**src/assert_macros.svh**
```systemverilog
// Assertion macros shared by the sanitizer modules.
// Expects clk_i and rst_ni in the scope of use; no other dependencies.
`ifndef ASSERT_MACROS_SVH
`define ASSERT_MACROS_SVH

// Property that must hold at every clock edge outside reset.
`define USN_ASSERT(name, prop) \
  name: assert property (@(posedge clk_i) disable iff (!rst_ni) (prop)) \
    else $error("%m: assertion failed");

// Precondition this cycle implies a consequence in the next cycle.
`define USN_ASSERT_NEXT(name, pre, post) \
  name: assert property (@(posedge clk_i) disable iff (!rst_ni) (pre) |=> (post)) \
    else $error("%m: assertion failed");

`endif

```
**src/usn_pkg.sv**
```systemverilog
// Package for the UTF-8 stream sanitizer: payload structs, job type, constants.
// No dependencies; all sanitizer modules refer to it by scoped names.
package usn_pkg;

  // Input transfer payload
  typedef struct packed {
    logic [7:0] in_byte;
    logic       string_end;
  } in_item_t;

  // Output transfer payload
  typedef struct packed {
    logic [7:0] out_byte;
    logic       was_replaced;
    logic       run_last;
    logic       string_last;
  } out_item_t;

  localparam int unsigned MaxResults = 4;

  // One input byte's worth of output, handed from front to back
  typedef struct packed {
    logic [MaxResults-1:0][7:0] bytes;
    logic [MaxResults-1:0]      rep;
    logic [1:0]                 last_idx;
    logic                       str_last;
  } job_t;

  localparam int unsigned QueueDepth = 2;

  localparam logic [7:0] ReplReset  = 8'h3F; // '?'
  localparam logic [7:0] ContMask   = 8'hC0;
  localparam logic [7:0] ContVal    = 8'h80;
  localparam logic [7:0] Lead2Mask  = 8'hE0;
  localparam logic [7:0] Lead2Val   = 8'hC0;
  localparam logic [7:0] Lead3Mask  = 8'hF0;
  localparam logic [7:0] Lead3Val   = 8'hE0;
  localparam logic [7:0] Lead4Mask  = 8'hF8;
  localparam logic [7:0] Lead4Val   = 8'hF0;

  // Continuation bytes a lead asks for; 0 for anything that is not a multi-byte lead
  function automatic logic [1:0] lead_need(input logic [7:0] b);
    logic [1:0] need;
    need = 2'd0;
    if ((b & Lead2Mask) == Lead2Val) begin
      need = 2'd1;
    end else if ((b & Lead3Mask) == Lead3Val) begin
      need = 2'd2;
    end else if ((b & Lead4Mask) == Lead4Val) begin
      need = 2'd3;
    end
    return need;
  endfunction

  function automatic logic is_cont(input logic [7:0] b);
    return (b & ContMask) == ContVal;
  endfunction

endpackage

```
**src/usn_front.sv**
```systemverilog
// Sanitizer front end: takes input bytes, tracks the pending sequence, emits jobs.
// Depends on usn_pkg and assert_macros.svh.
`include "assert_macros.svh"

module usn_front (
  input  logic             clk_i,
  input  logic             rst_ni,
  input  logic [7:0]       repl_i,
  input  logic             in_valid_i,
  output logic             in_ready_o,
  input  usn_pkg::in_item_t in_data_i,
  output logic             job_valid_o,
  input  logic             job_ready_i,
  output usn_pkg::job_t    job_o
);

  logic [7:0] held_q [3];
  logic [7:0] held_d [3];
  logic [1:0] held_cnt_q, held_cnt_d;
  logic [1:0] need_q, need_d;

  logic [7:0] b;
  logic       str_end;
  logic       cont;
  logic [1:0] need_new;
  logic [1:0] pre_cnt;
  logic       pre_rep;
  logic       tail_en;
  logic [7:0] tail_byte;
  logic       tail_rep;
  logic       ended;
  logic [2:0] res_cnt;
  logic       accept;

  assign b        = in_data_i.in_byte;
  assign str_end  = in_data_i.string_end;
  assign cont     = usn_pkg::is_cont(b);
  assign need_new = usn_pkg::lead_need(b);

  // Results are a prefix of held bytes (as-is or replaced) and at most one tail byte
  always_comb begin
    held_d     = held_q;
    held_cnt_d = held_cnt_q;
    need_d     = need_q;
    pre_cnt    = 2'd0;
    pre_rep    = 1'b0;
    tail_en    = 1'b0;
    tail_byte  = b;
    tail_rep   = 1'b0;
    ended      = str_end;
    if (held_cnt_q != 2'd0 && cont) begin
      if (need_q <= 2'd1 || held_cnt_q == 2'd3) begin
        // sequence complete
        pre_cnt    = held_cnt_q;
        tail_en    = 1'b1;
        held_cnt_d = 2'd0;
        need_d     = 2'd0;
      end else if (str_end) begin
        // truncated by string end
        pre_cnt    = held_cnt_q;
        pre_rep    = 1'b1;
        tail_en    = 1'b1;
        tail_byte  = repl_i;
        tail_rep   = 1'b1;
        held_cnt_d = 2'd0;
        need_d     = 2'd0;
      end else begin
        for (int i = 0; i < 3; i++) begin
          if (2'(i) == held_cnt_q) begin
            held_d[i] = b;
          end
        end
        held_cnt_d = held_cnt_q + 2'd1;
        need_d     = need_q - 2'd1;
      end
    end else begin
      // anything pending is broken; this byte starts afresh
      pre_cnt    = held_cnt_q;
      pre_rep    = 1'b1;
      held_cnt_d = 2'd0;
      need_d     = 2'd0;
      if (b == 8'd0) begin
        tail_en = 1'b1;
        ended   = 1'b1;
      end else if (!b[7]) begin
        tail_en = 1'b1;
      end else if (need_new != 2'd0) begin
        if (str_end) begin
          tail_en   = 1'b1;
          tail_byte = repl_i;
          tail_rep  = 1'b1;
        end else begin
          held_d[0]  = b;
          held_cnt_d = 2'd1;
          need_d     = need_new;
        end
      end else begin
        tail_en   = 1'b1;
        tail_byte = repl_i;
        tail_rep  = 1'b1;
      end
    end
  end

  assign res_cnt = {1'b0, pre_cnt} + {2'b00, tail_en};

  always_comb begin
    for (int i = 0; i < 3; i++) begin
      if (2'(i) < pre_cnt) begin
        job_o.bytes[i] = pre_rep ? repl_i : held_q[i];
        job_o.rep[i]   = pre_rep;
      end else begin
        job_o.bytes[i] = tail_byte;
        job_o.rep[i]   = tail_rep;
      end
    end
    job_o.bytes[3]  = tail_byte;
    job_o.rep[3]    = tail_rep;
    job_o.last_idx  = 2'(res_cnt - 3'd1);
    job_o.str_last  = ended;
  end

  assign job_valid_o     = in_valid_i && (res_cnt != 3'd0);
  assign in_ready_o      = job_ready_i;
  assign accept          = in_valid_i && in_ready_o;

  always_ff @(posedge clk_i or negedge rst_ni) begin
    if (!rst_ni) begin
      held_cnt_q <= 2'd0;
      need_q     <= 2'd0;
    end else if (accept) begin
      held_cnt_q <= held_cnt_d;
      need_q     <= need_d;
    end
  end

  always_ff @(posedge clk_i) begin
    if (accept) begin
      held_q <= held_d;
    end
  end

  `USN_ASSERT(a_idle_no_need, (held_cnt_q != 2'd0) || (need_q == 2'd0))
  `USN_ASSERT(a_full_needs_one, (held_cnt_q != 2'd3) || (need_q == 2'd1))
  `USN_ASSERT(a_seq_len, ({1'b0, held_cnt_q} + {1'b0, need_q}) <= 3'd4)

endmodule

```
**src/usn_queue.sv**
```systemverilog
// Short job queue between sanitizer front and back ends.
// Depends on usn_pkg for the job type and depth.
module usn_queue (
  input  logic          clk_i,
  input  logic          rst_ni,
  input  logic          push_valid_i,
  output logic          push_ready_o,
  input  usn_pkg::job_t push_data_i,
  output logic          pop_valid_o,
  input  logic          pop_ready_i,
  output usn_pkg::job_t pop_data_o
);

  localparam int unsigned Depth = usn_pkg::QueueDepth;
  localparam int unsigned PtrW  = (Depth > 1) ? $clog2(Depth) : 1;
  localparam int unsigned CntW  = $clog2(Depth + 1);

  usn_pkg::job_t  mem_q [Depth];
  logic [PtrW-1:0] wr_ptr_q, rd_ptr_q;
  logic [CntW-1:0] count_q;
  logic            push, pop;

  assign push_ready_o = count_q != CntW'(Depth);
  assign pop_valid_o  = count_q != '0;
  assign push         = push_valid_i && push_ready_o;
  assign pop          = pop_valid_o && pop_ready_i;
  assign pop_data_o   = mem_q[rd_ptr_q];

  function automatic logic [PtrW-1:0] ptr_inc(input logic [PtrW-1:0] p);
    return (p == PtrW'(Depth - 1)) ? '0 : p + PtrW'(1);
  endfunction

  always_ff @(posedge clk_i or negedge rst_ni) begin
    if (!rst_ni) begin
      wr_ptr_q <= '0;
      rd_ptr_q <= '0;
      count_q  <= '0;
    end else begin
      if (push) begin
        wr_ptr_q <= ptr_inc(wr_ptr_q);
      end
      if (pop) begin
        rd_ptr_q <= ptr_inc(rd_ptr_q);
      end
      if (push && !pop) begin
        count_q <= count_q + CntW'(1);
      end else if (pop && !push) begin
        count_q <= count_q - CntW'(1);
      end
    end
  end

  always_ff @(posedge clk_i) begin
    if (push) begin
      mem_q[wr_ptr_q] <= push_data_i;
    end
  end

endmodule

```
**src/usn_back.sv**
```systemverilog
// Sanitizer back end: holds one job and sends its bytes one per cycle while out_ready_i is high.
// Depends on usn_pkg and assert_macros.svh.
`include "assert_macros.svh"

module usn_back (
  input  logic               clk_i,
  input  logic               rst_ni,
  input  logic               job_valid_i,
  output logic               job_ready_o,
  input  usn_pkg::job_t      job_i,
  output logic               out_valid_o,
  input  logic               out_ready_i,
  output usn_pkg::out_item_t out_data_o
);

  usn_pkg::job_t job_q;
  logic          busy_q;
  logic [1:0]    idx_q;
  logic          last;
  logic          out_xfer;
  logic          load;

  assign last        = idx_q == job_q.last_idx;
  assign out_xfer    = out_valid_o && out_ready_i;
  assign job_ready_o = !busy_q || (out_ready_i && last);
  assign load        = job_valid_i && job_ready_o;
  assign out_valid_o = busy_q;

  assign out_data_o.out_byte     = job_q.bytes[idx_q];
  assign out_data_o.was_replaced = job_q.rep[idx_q];
  assign out_data_o.run_last     = last;
  assign out_data_o.string_last  = last && job_q.str_last;

  always_ff @(posedge clk_i or negedge rst_ni) begin
    if (!rst_ni) begin
      busy_q <= 1'b0;
      idx_q  <= 2'd0;
    end else if (load) begin
      busy_q <= 1'b1;
      idx_q  <= 2'd0;
    end else if (out_xfer) begin
      if (last) begin
        busy_q <= 1'b0;
      end else begin
        idx_q <= idx_q + 2'd1;
      end
    end
  end

  always_ff @(posedge clk_i) begin
    if (load) begin
      job_q <= job_i;
    end
  end

  `USN_ASSERT(a_idx_in_job, !busy_q || (idx_q <= job_q.last_idx))
  `USN_ASSERT_NEXT(a_stall_holds, busy_q && !out_ready_i, busy_q && $stable(idx_q))
  `USN_ASSERT_NEXT(a_step_on, out_xfer && !last, busy_q && (idx_q == $past(idx_q) + 2'd1))

endmodule

```
**src/utf8_stream_sanitizer.sv**
```systemverilog
// UTF-8 stream sanitizer. Bytes of a string enter on the in channel, one per
// transfer, and the same number of bytes leave on the out channel in order.
// A lead byte (110xxxxx, 1110xxxx, 11110xxx) is held with its continuation
// bytes until the sequence is complete, then all go out unchanged. A bad lead
// or stray continuation becomes the replacement byte; a sequence cut short by
// a non-continuation byte goes out as replacement bytes and the breaking byte
// is handled afresh. string_end or a zero byte closes the string: any incomplete
// sequence is replaced and the last output carries string_last. Input that only
// extends a pending sequence gives no output at once. Overlong forms and
// surrogates pass unchecked. Rate: one input byte per cycle while the queue has
// room; the output side sends one byte per cycle while out_ready_i is high, an
// input releases up to 4 bytes, and a two-entry job queue lets input run on
// meanwhile. A job is registered in the queue and again in the back end before
// output. The replacement byte (reset '?') is written through the cfg channel,
// always ready, and must only change while no bytes are in flight.
// Depends on usn_pkg, usn_front, usn_queue and usn_back.
module utf8_stream_sanitizer (
  input  logic               clk_i,
  input  logic               rst_ni,
  // byte input
  input  logic               in_valid_i,
  output logic               in_ready_o,
  input  usn_pkg::in_item_t  in_data_i,
  // sanitized output
  output logic               out_valid_o,
  input  logic               out_ready_i,
  output usn_pkg::out_item_t out_data_o,
  // replacement byte write
  input  logic               cfg_valid_i,
  output logic               cfg_ready_o,
  input  logic [7:0]         cfg_data_i
);

  logic [7:0] repl_q;

  logic          fq_valid, fq_ready;
  usn_pkg::job_t fq_job;
  logic          qb_valid, qb_ready;
  usn_pkg::job_t qb_job;

  // config register, written on any cfg transfer
  assign cfg_ready_o = 1'b1;

  always_ff @(posedge clk_i or negedge rst_ni) begin
    if (!rst_ni) begin
      repl_q <= usn_pkg::ReplReset;
    end else if (cfg_valid_i && cfg_ready_o) begin
      repl_q <= cfg_data_i;
    end
  end

  // front: classify byte, update pending sequence, build the job
  usn_front u_front (
    .clk_i       (clk_i),
    .rst_ni      (rst_ni),
    .repl_i      (repl_q),
    .in_valid_i  (in_valid_i),
    .in_ready_o  (in_ready_o),
    .in_data_i   (in_data_i),
    .job_valid_o (fq_valid),
    .job_ready_i (fq_ready),
    .job_o       (fq_job)
  );

  // decoupling queue
  usn_queue u_queue (
    .clk_i        (clk_i),
    .rst_ni       (rst_ni),
    .push_valid_i (fq_valid),
    .push_ready_o (fq_ready),
    .push_data_i  (fq_job),
    .pop_valid_o  (qb_valid),
    .pop_ready_i  (qb_ready),
    .pop_data_o   (qb_job)
  );

  // back: serialise job bytes onto the output
  usn_back u_back (
    .clk_i       (clk_i),
    .rst_ni      (rst_ni),
    .job_valid_i (qb_valid),
    .job_ready_o (qb_ready),
    .job_i       (qb_job),
    .out_valid_o (out_valid_o),
    .out_ready_i (out_ready_i),
    .out_data_o  (out_data_o)
  );

endmodule
```
**config.mk**
```make
export PLATFORM = sky130hd
export DESIGN_NAME = utf8_stream_sanitizer
export DESIGN_NICKNAME = d
export VERILOG_FILES = /design/src/usn_pkg.sv /design/src/usn_front.sv /design/src/usn_queue.sv /design/src/usn_back.sv /design/src/utf8_stream_sanitizer.sv
export VERILOG_INCLUDE_DIRS = /design/src /design/src/src
export SDC_FILE = /design/constraint.sdc
export NUM_CORES = 1
export LEC_CHECK = 0
export BUFFER_PORTS_ARGS = -buffer_cell sky130_fd_sc_hd__buf_2
export CORE_MARGIN = 2
export CORE_UTILIZATION = 49
export DETAILED_ROUTE_END_ITERATION = 16
export GPL_TIMING_DRIVEN = 0
export PLACE_DENSITY_LB_ADDON = 0.1
export SKIP_LAST_GASP = 1
export SLEW_MARGIN = 25
export SYNTH_ARGS = -nofsm -noshare
export SYNTH_HDL_FRONTEND = slang
export SYNTH_SLANG_ARGS = --single-unit
```
**constraint.sdc**
```tcl
create_clock -name clk_i -period 5 [get_ports clk_i]
set_input_delay 0.25 -clock clk_i [delete_from_list [all_inputs] [get_ports clk_i]]
set_output_delay 0.25 -clock clk_i [all_outputs]
set_load 0.01 [all_outputs]
```
==> impl_summary.log <==
INFO  metric numPlacedInstances = 697
INFO  metric clk_transition_reported_paths = roughly 0.060 ns
INFO  metric synth_edf_count = ~140
INFO  metric groute.usage.overall = 0.221
INFO  metric pre_cts_ws = just under 0.6 ns
INFO  metric largest_net_degree_at_the_start_of_global_routing = 29
INFO  metric ctsRootBufferMaster = sky130_fd_sc_hd__clkbuf_16
INFO  metric finalCriticalPeriod = approximately 4.3 ns
INFO  metric hold_path.startpoint = cfg_data_i[5]
INFO  metric status = complete, no violations
INFO  metric die_w = about 120 um
INFO  metric grt_first_pass_wirelength = approximately 24000 um
INFO  metric cp-end-kind = flip-flop
INFO  metric final_core_utilization = 0.577
INFO  metric antenna-diode-count = 0
INFO  metric worst_slack = 0.662 ns
INFO  metric globalRoute.totalOverflow = 0
INFO  metric row_count = between 40 and 50
INFO  metric worst-endpoint-required = roughly 5.2 ns
INFO  metric final_area = 8040 sq um
INFO  metric cts.sink_count = between 150 and 200
INFO  metric firstDrtPassIters = 5
INFO  metric start_util = 0.502
INFO  metric initial_antenna_violation_count = 0
INFO  metric grt_pass1_vias = around 4300
INFO  metric number_of_instances_in_the_synthesized_netlist = 481
INFO  metric worst_hold_slack = approximately 0.05 ns
INFO  metric drc = 0
INFO  metric setup-violations-final = 0
INFO  metric irDropWorstVdd = roughly 0.00040 V
INFO  metric share_of_the_cycle_needed_by_the_critical_path_after_routing = 0.868
INFO  metric detailed_place.area = 7480 sq um
INFO  metric timing_worst_slew_pin_value = roughly 1 ns
INFO  metric relSlewSlack = 0.347
INFO  metric rsz0062_at_grt = false
INFO  metric vias_per_cell = just under 6
INFO  metric tritoncts = done
INFO  metric io-pin-count = 36
INFO  metric ys.flop_type = sky130_fd_sc_hd__edfxtp_1
INFO  metric netlist_area = 7000 sq um
INFO  metric timing_max_transition_violations_final = 0
INFO  metric critical_path.max_fanout = 23
INFO  metric report.final.hold_viol_count = 0
INFO  metric detailedRoute.firstIterationViolations = between 300 and 400
INFO  metric async_reset_ff_frac = 0.119
INFO  metric yosys_warnings = 0
INFO  metric timing.critical_path.arrival = around 4.5 ns
INFO  metric die-area = between 15000 and 20000 sq um
INFO  metric crit_start = u_front.held_cnt_q[1]
INFO  metric cts-htree-levels = 4
INFO  metric detail_route.wl_per_cell = 21.2 um
INFO  metric regToRegStartpoint = u_front.held_cnt_q[1]
INFO  metric fin_cells = approximately 730
INFO  metric worstSetupPathType = flip-flop to flip-flop
INFO  metric finish.net_count = 568
INFO  metric final_antenna_net_count = 0
INFO  metric fraction_of_the_yosys_area_taken_by_sequential_cells = 0.674
INFO  metric vias = 4221
INFO  metric finalWirelength = roughly 15000 um
INFO  metric synth.ff_latch_count = between 150 and 200
INFO  metric clock_tree.buffer_depth = 2
INFO  metric timing.critical_path.from_type = flip-flop
INFO  metric total_leakage_power = roughly 0.0028 uW
INFO  metric synth.net_count = around 510
INFO  metric cts_buffers = 17
INFO  metric avg_synthesized_cell_area = around 15 sq um
INFO  metric power-per-cell-area = ~560 nW/um^2
INFO  metric min_path_type = input pin to flip-flop
INFO  metric timing.fmax = ~230 MHz
INFO  metric area_of_the_core = about 14000 sq um
INFO  metric layout-area-overhead-vs-synth = 14.9%
INFO  metric max_cap_viol_count = 0
INFO  metric clock_skew = about 0.0073 ns
INFO  metric post_cts_buffers = 0
INFO  metric die_height = roughly 120 um
INFO  metric clock_insertion_delay_worst_skew = approximately 0.42 ns
INFO  metric place.detailed.hpwl = roughly 11000 um
INFO  metric yosysUniqueCellTypes = 55
INFO  metric n_fill_cell = roughly 1100
INFO  metric fraction_of_final_layout_cells_sized_beyond_drive_strength_1 = 0.250
INFO  metric gp_congestion = between 0.9 and 1
INFO  metric numPortBuffers = 33
-- registers in the layout (all words and copies together) (netlist names) --
register	flops
repl_q	8
u_back.idx_q	2
u_back.job_q	39
u_back.out_valid_o	1
u_front.held_cnt_q	2
u_front.held_q	24
u_front.need_q	2
u_queue.count_q	2
u_queue.mem_q	78
u_queue.rd_ptr_q	1
u_queue.wr_ptr_q	1
-- synthesized netlist by cell type (3+ instances only) --
| library cell | n | area share |
|---|---|---|
| sky130_fd_sc_hd__dfstp_2 | 6 | 0.023 |
| sky130_fd_sc_hd__and3_1 | 6 | 0.0054 |
| sky130_fd_sc_hd__ha_1 | 9 | 0.016 |
| sky130_fd_sc_hd__nand2_1 | 30 | 0.016 |
| sky130_fd_sc_hd__o21ai_0 | 17 | 0.012 |
| sky130_fd_sc_hd__a31oi_1 | 7 | 0.0063 |
| sky130_fd_sc_hd__buf_2 | 6 | 0.0043 |
| sky130_fd_sc_hd__a21oi_1 | 31 | 0.022 |
| sky130_fd_sc_hd__edfxtp_1 | 141 | 0.61 |
| sky130_fd_sc_hd__buf_4 | 3 | 0.0032 |
| sky130_fd_sc_hd__nand2b_1 | 4 | 0.0036 |
| sky130_fd_sc_hd__o22ai_1 | 4 | 0.0036 |
| sky130_fd_sc_hd__a211oi_1 | 12 | 0.013 |
| sky130_fd_sc_hd__dfrtp_1 | 13 | 0.047 |
| sky130_fd_sc_hd__mux2_2 | 40 | 0.064 |
| sky130_fd_sc_hd__buf_1 | 4 | 0.0021 |
| sky130_fd_sc_hd__clkbuf_1 | 12 | 0.0064 |
| sky130_fd_sc_hd__o221ai_1 | 10 | 0.013 |
| sky130_fd_sc_hd__o31ai_1 | 4 | 0.0043 |
| sky130_fd_sc_hd__xor2_1 | 5 | 0.0063 |
| sky130_fd_sc_hd__inv_1 | 26 | 0.014 |
| sky130_fd_sc_hd__nor4bb_1 | 3 | 0.0043 |
| sky130_fd_sc_hd__nor2b_1 | 8 | 0.0072 |
| sky130_fd_sc_hd__nor2_1 | 17 | 0.0091 |
| sky130_fd_sc_hd__nand3_1 | 12 | 0.0086 |
| sky130_fd_sc_hd__mux4_2 | 9 | 0.029 |
| sky130_fd_sc_hd__a22oi_1 | 5 | 0.0054 |
-- layer usage --
layer,vias to the layer above,routed length [um],global-route usage
li1,1962,-,-
met1,2141,6900,0.300
met2,95,7430,0.341
met3,23,691,0.0498
met4,0,405,0.103
met5,-,0,0
-- cell families (layout without fill, tap and decap cells) --
| logic type | count (synthesis) | in the layout | share of synthesized area |
|---|---|---|---|
| other | 1 | 1 | 0.000536 |
| and+or+nand+nor | 97 | 97 | 0.0740 |
| muxes | 50 | 50 | 0.0948 |
| buffers and inverters | 53 | 120 | 0.0326 |
| DFF | 160 | 160 | 0.674 |
| AOI/OAI and AO/OA | 104 | 104 | 0.0989 |
| xor gates and xnor gates | 7 | 7 | 0.00876 |
| adders and majority gates | 9 | 9 | 0.0161 |
-- placed cells by master (no fill, tap or decap), types with 6 or more instances in the layout --
| master | count |
|---|---|
| sky130_fd_sc_hd__mux2_2 | 40 |
| sky130_fd_sc_hd__nand2_1 | 30 |
| sky130_fd_sc_hd__dfrtp_1 | 13 |
| sky130_fd_sc_hd__a21oi_1 | 31 |
| sky130_fd_sc_hd__inv_1 | 26 |
| sky130_fd_sc_hd__edfxtp_1 | 141 |
| sky130_fd_sc_hd__nor2b_1 | 8 |
| sky130_fd_sc_hd__o221ai_1 | 10 |
| sky130_fd_sc_hd__o21ai_0 | 17 |
| sky130_fd_sc_hd__a31oi_1 | 7 |
| sky130_fd_sc_hd__a211oi_1 | 12 |
| sky130_fd_sc_hd__dfstp_2 | 6 |
| sky130_fd_sc_hd__nand3_1 | 12 |
| sky130_fd_sc_hd__buf_2 | 39 |
| sky130_fd_sc_hd__clkbuf_1 | 12 |
| sky130_fd_sc_hd__ha_1 | 9 |
| sky130_fd_sc_hd__and3_1 | 6 |
| sky130_fd_sc_hd__nor2_1 | 15 |
| sky130_fd_sc_hd__clkbuf_16 | 17 |
| sky130_fd_sc_hd__mux4_2 | 9 |
-- critical path: stages, from the launching register on --
cell	delay, ns
sky130_fd_sc_hd__dfrtp_1	0.56
sky130_fd_sc_hd__inv_1	0.16
sky130_fd_sc_hd__ha_1	0.33
sky130_fd_sc_hd__or3b_1	0.40
sky130_fd_sc_hd__buf_6	0.16
sky130_fd_sc_hd__o31ai_4	0.52
sky130_fd_sc_hd__inv_4	0.14
sky130_fd_sc_hd__ha_1	0.32
sky130_fd_sc_hd__inv_1	0.05
sky130_fd_sc_hd__ha_1	0.13
sky130_fd_sc_hd__inv_1	0.04
sky130_fd_sc_hd__o21ai_0	0.68
sky130_fd_sc_hd__nor2_4	0.30
sky130_fd_sc_hd__buf_16	0.27
-- power by group --
part           switching, uW  leakage (uW)  internal (uW)
sequential               116       0.00152           1930
combinational            733       0.00107            522
clock                    501      0.000255            720
total                   1350       0.00284           3170
-- path summary, 6_finish.rpt --
check                           cells after the start                   end  slack (ns)
worst min register to register                      1    u_queue.count_q[1]        0.53
worst max register to register                     13  u_queue.mem_q[0][19]        0.66
worst max-delay path                               13  u_queue.mem_q[0][19]        0.66
worst min-delay path                                3             repl_q[5]        0.05
max in group asynchronous                           2             repl_q[0]        4.32
min in group asynchronous                           2    u_queue.count_q[1]        0.32
-- stage by stage --
| step | power [uW] | setup TNS, ns |
|---|---|---|
| after floorplan | 2880 | 0 |
| final | 4520 | 0 |
| after global routing | 4750 | 0 |
| after CTS | 4560 | 0 |
| after detailed placement | 3340 | 0 |
| after global placement | 3250 | -92.13 |
-- area by class of cell --
cell class,instances,area (sq um),area share
Sequential cell,160,4720,0.587
Multi-Input combinational cell,268,2070,0.257
Clock buffer,17,425,0.0529
Timing Repair Buffer,37,250,0.0311
Tap cell,180,225,0.0280
Buffer,26,124,0.0154
Clock inverter,13,123,0.0153
Inverter,27,104,0.0129
-- repair_timing --
action,4_1_cts,5_1_grt
hold endpoints to repair,13,0
gates resized for setup,0,0
hold buffers,1,0
Note: power is estimated with default switching activity, not from simulation.
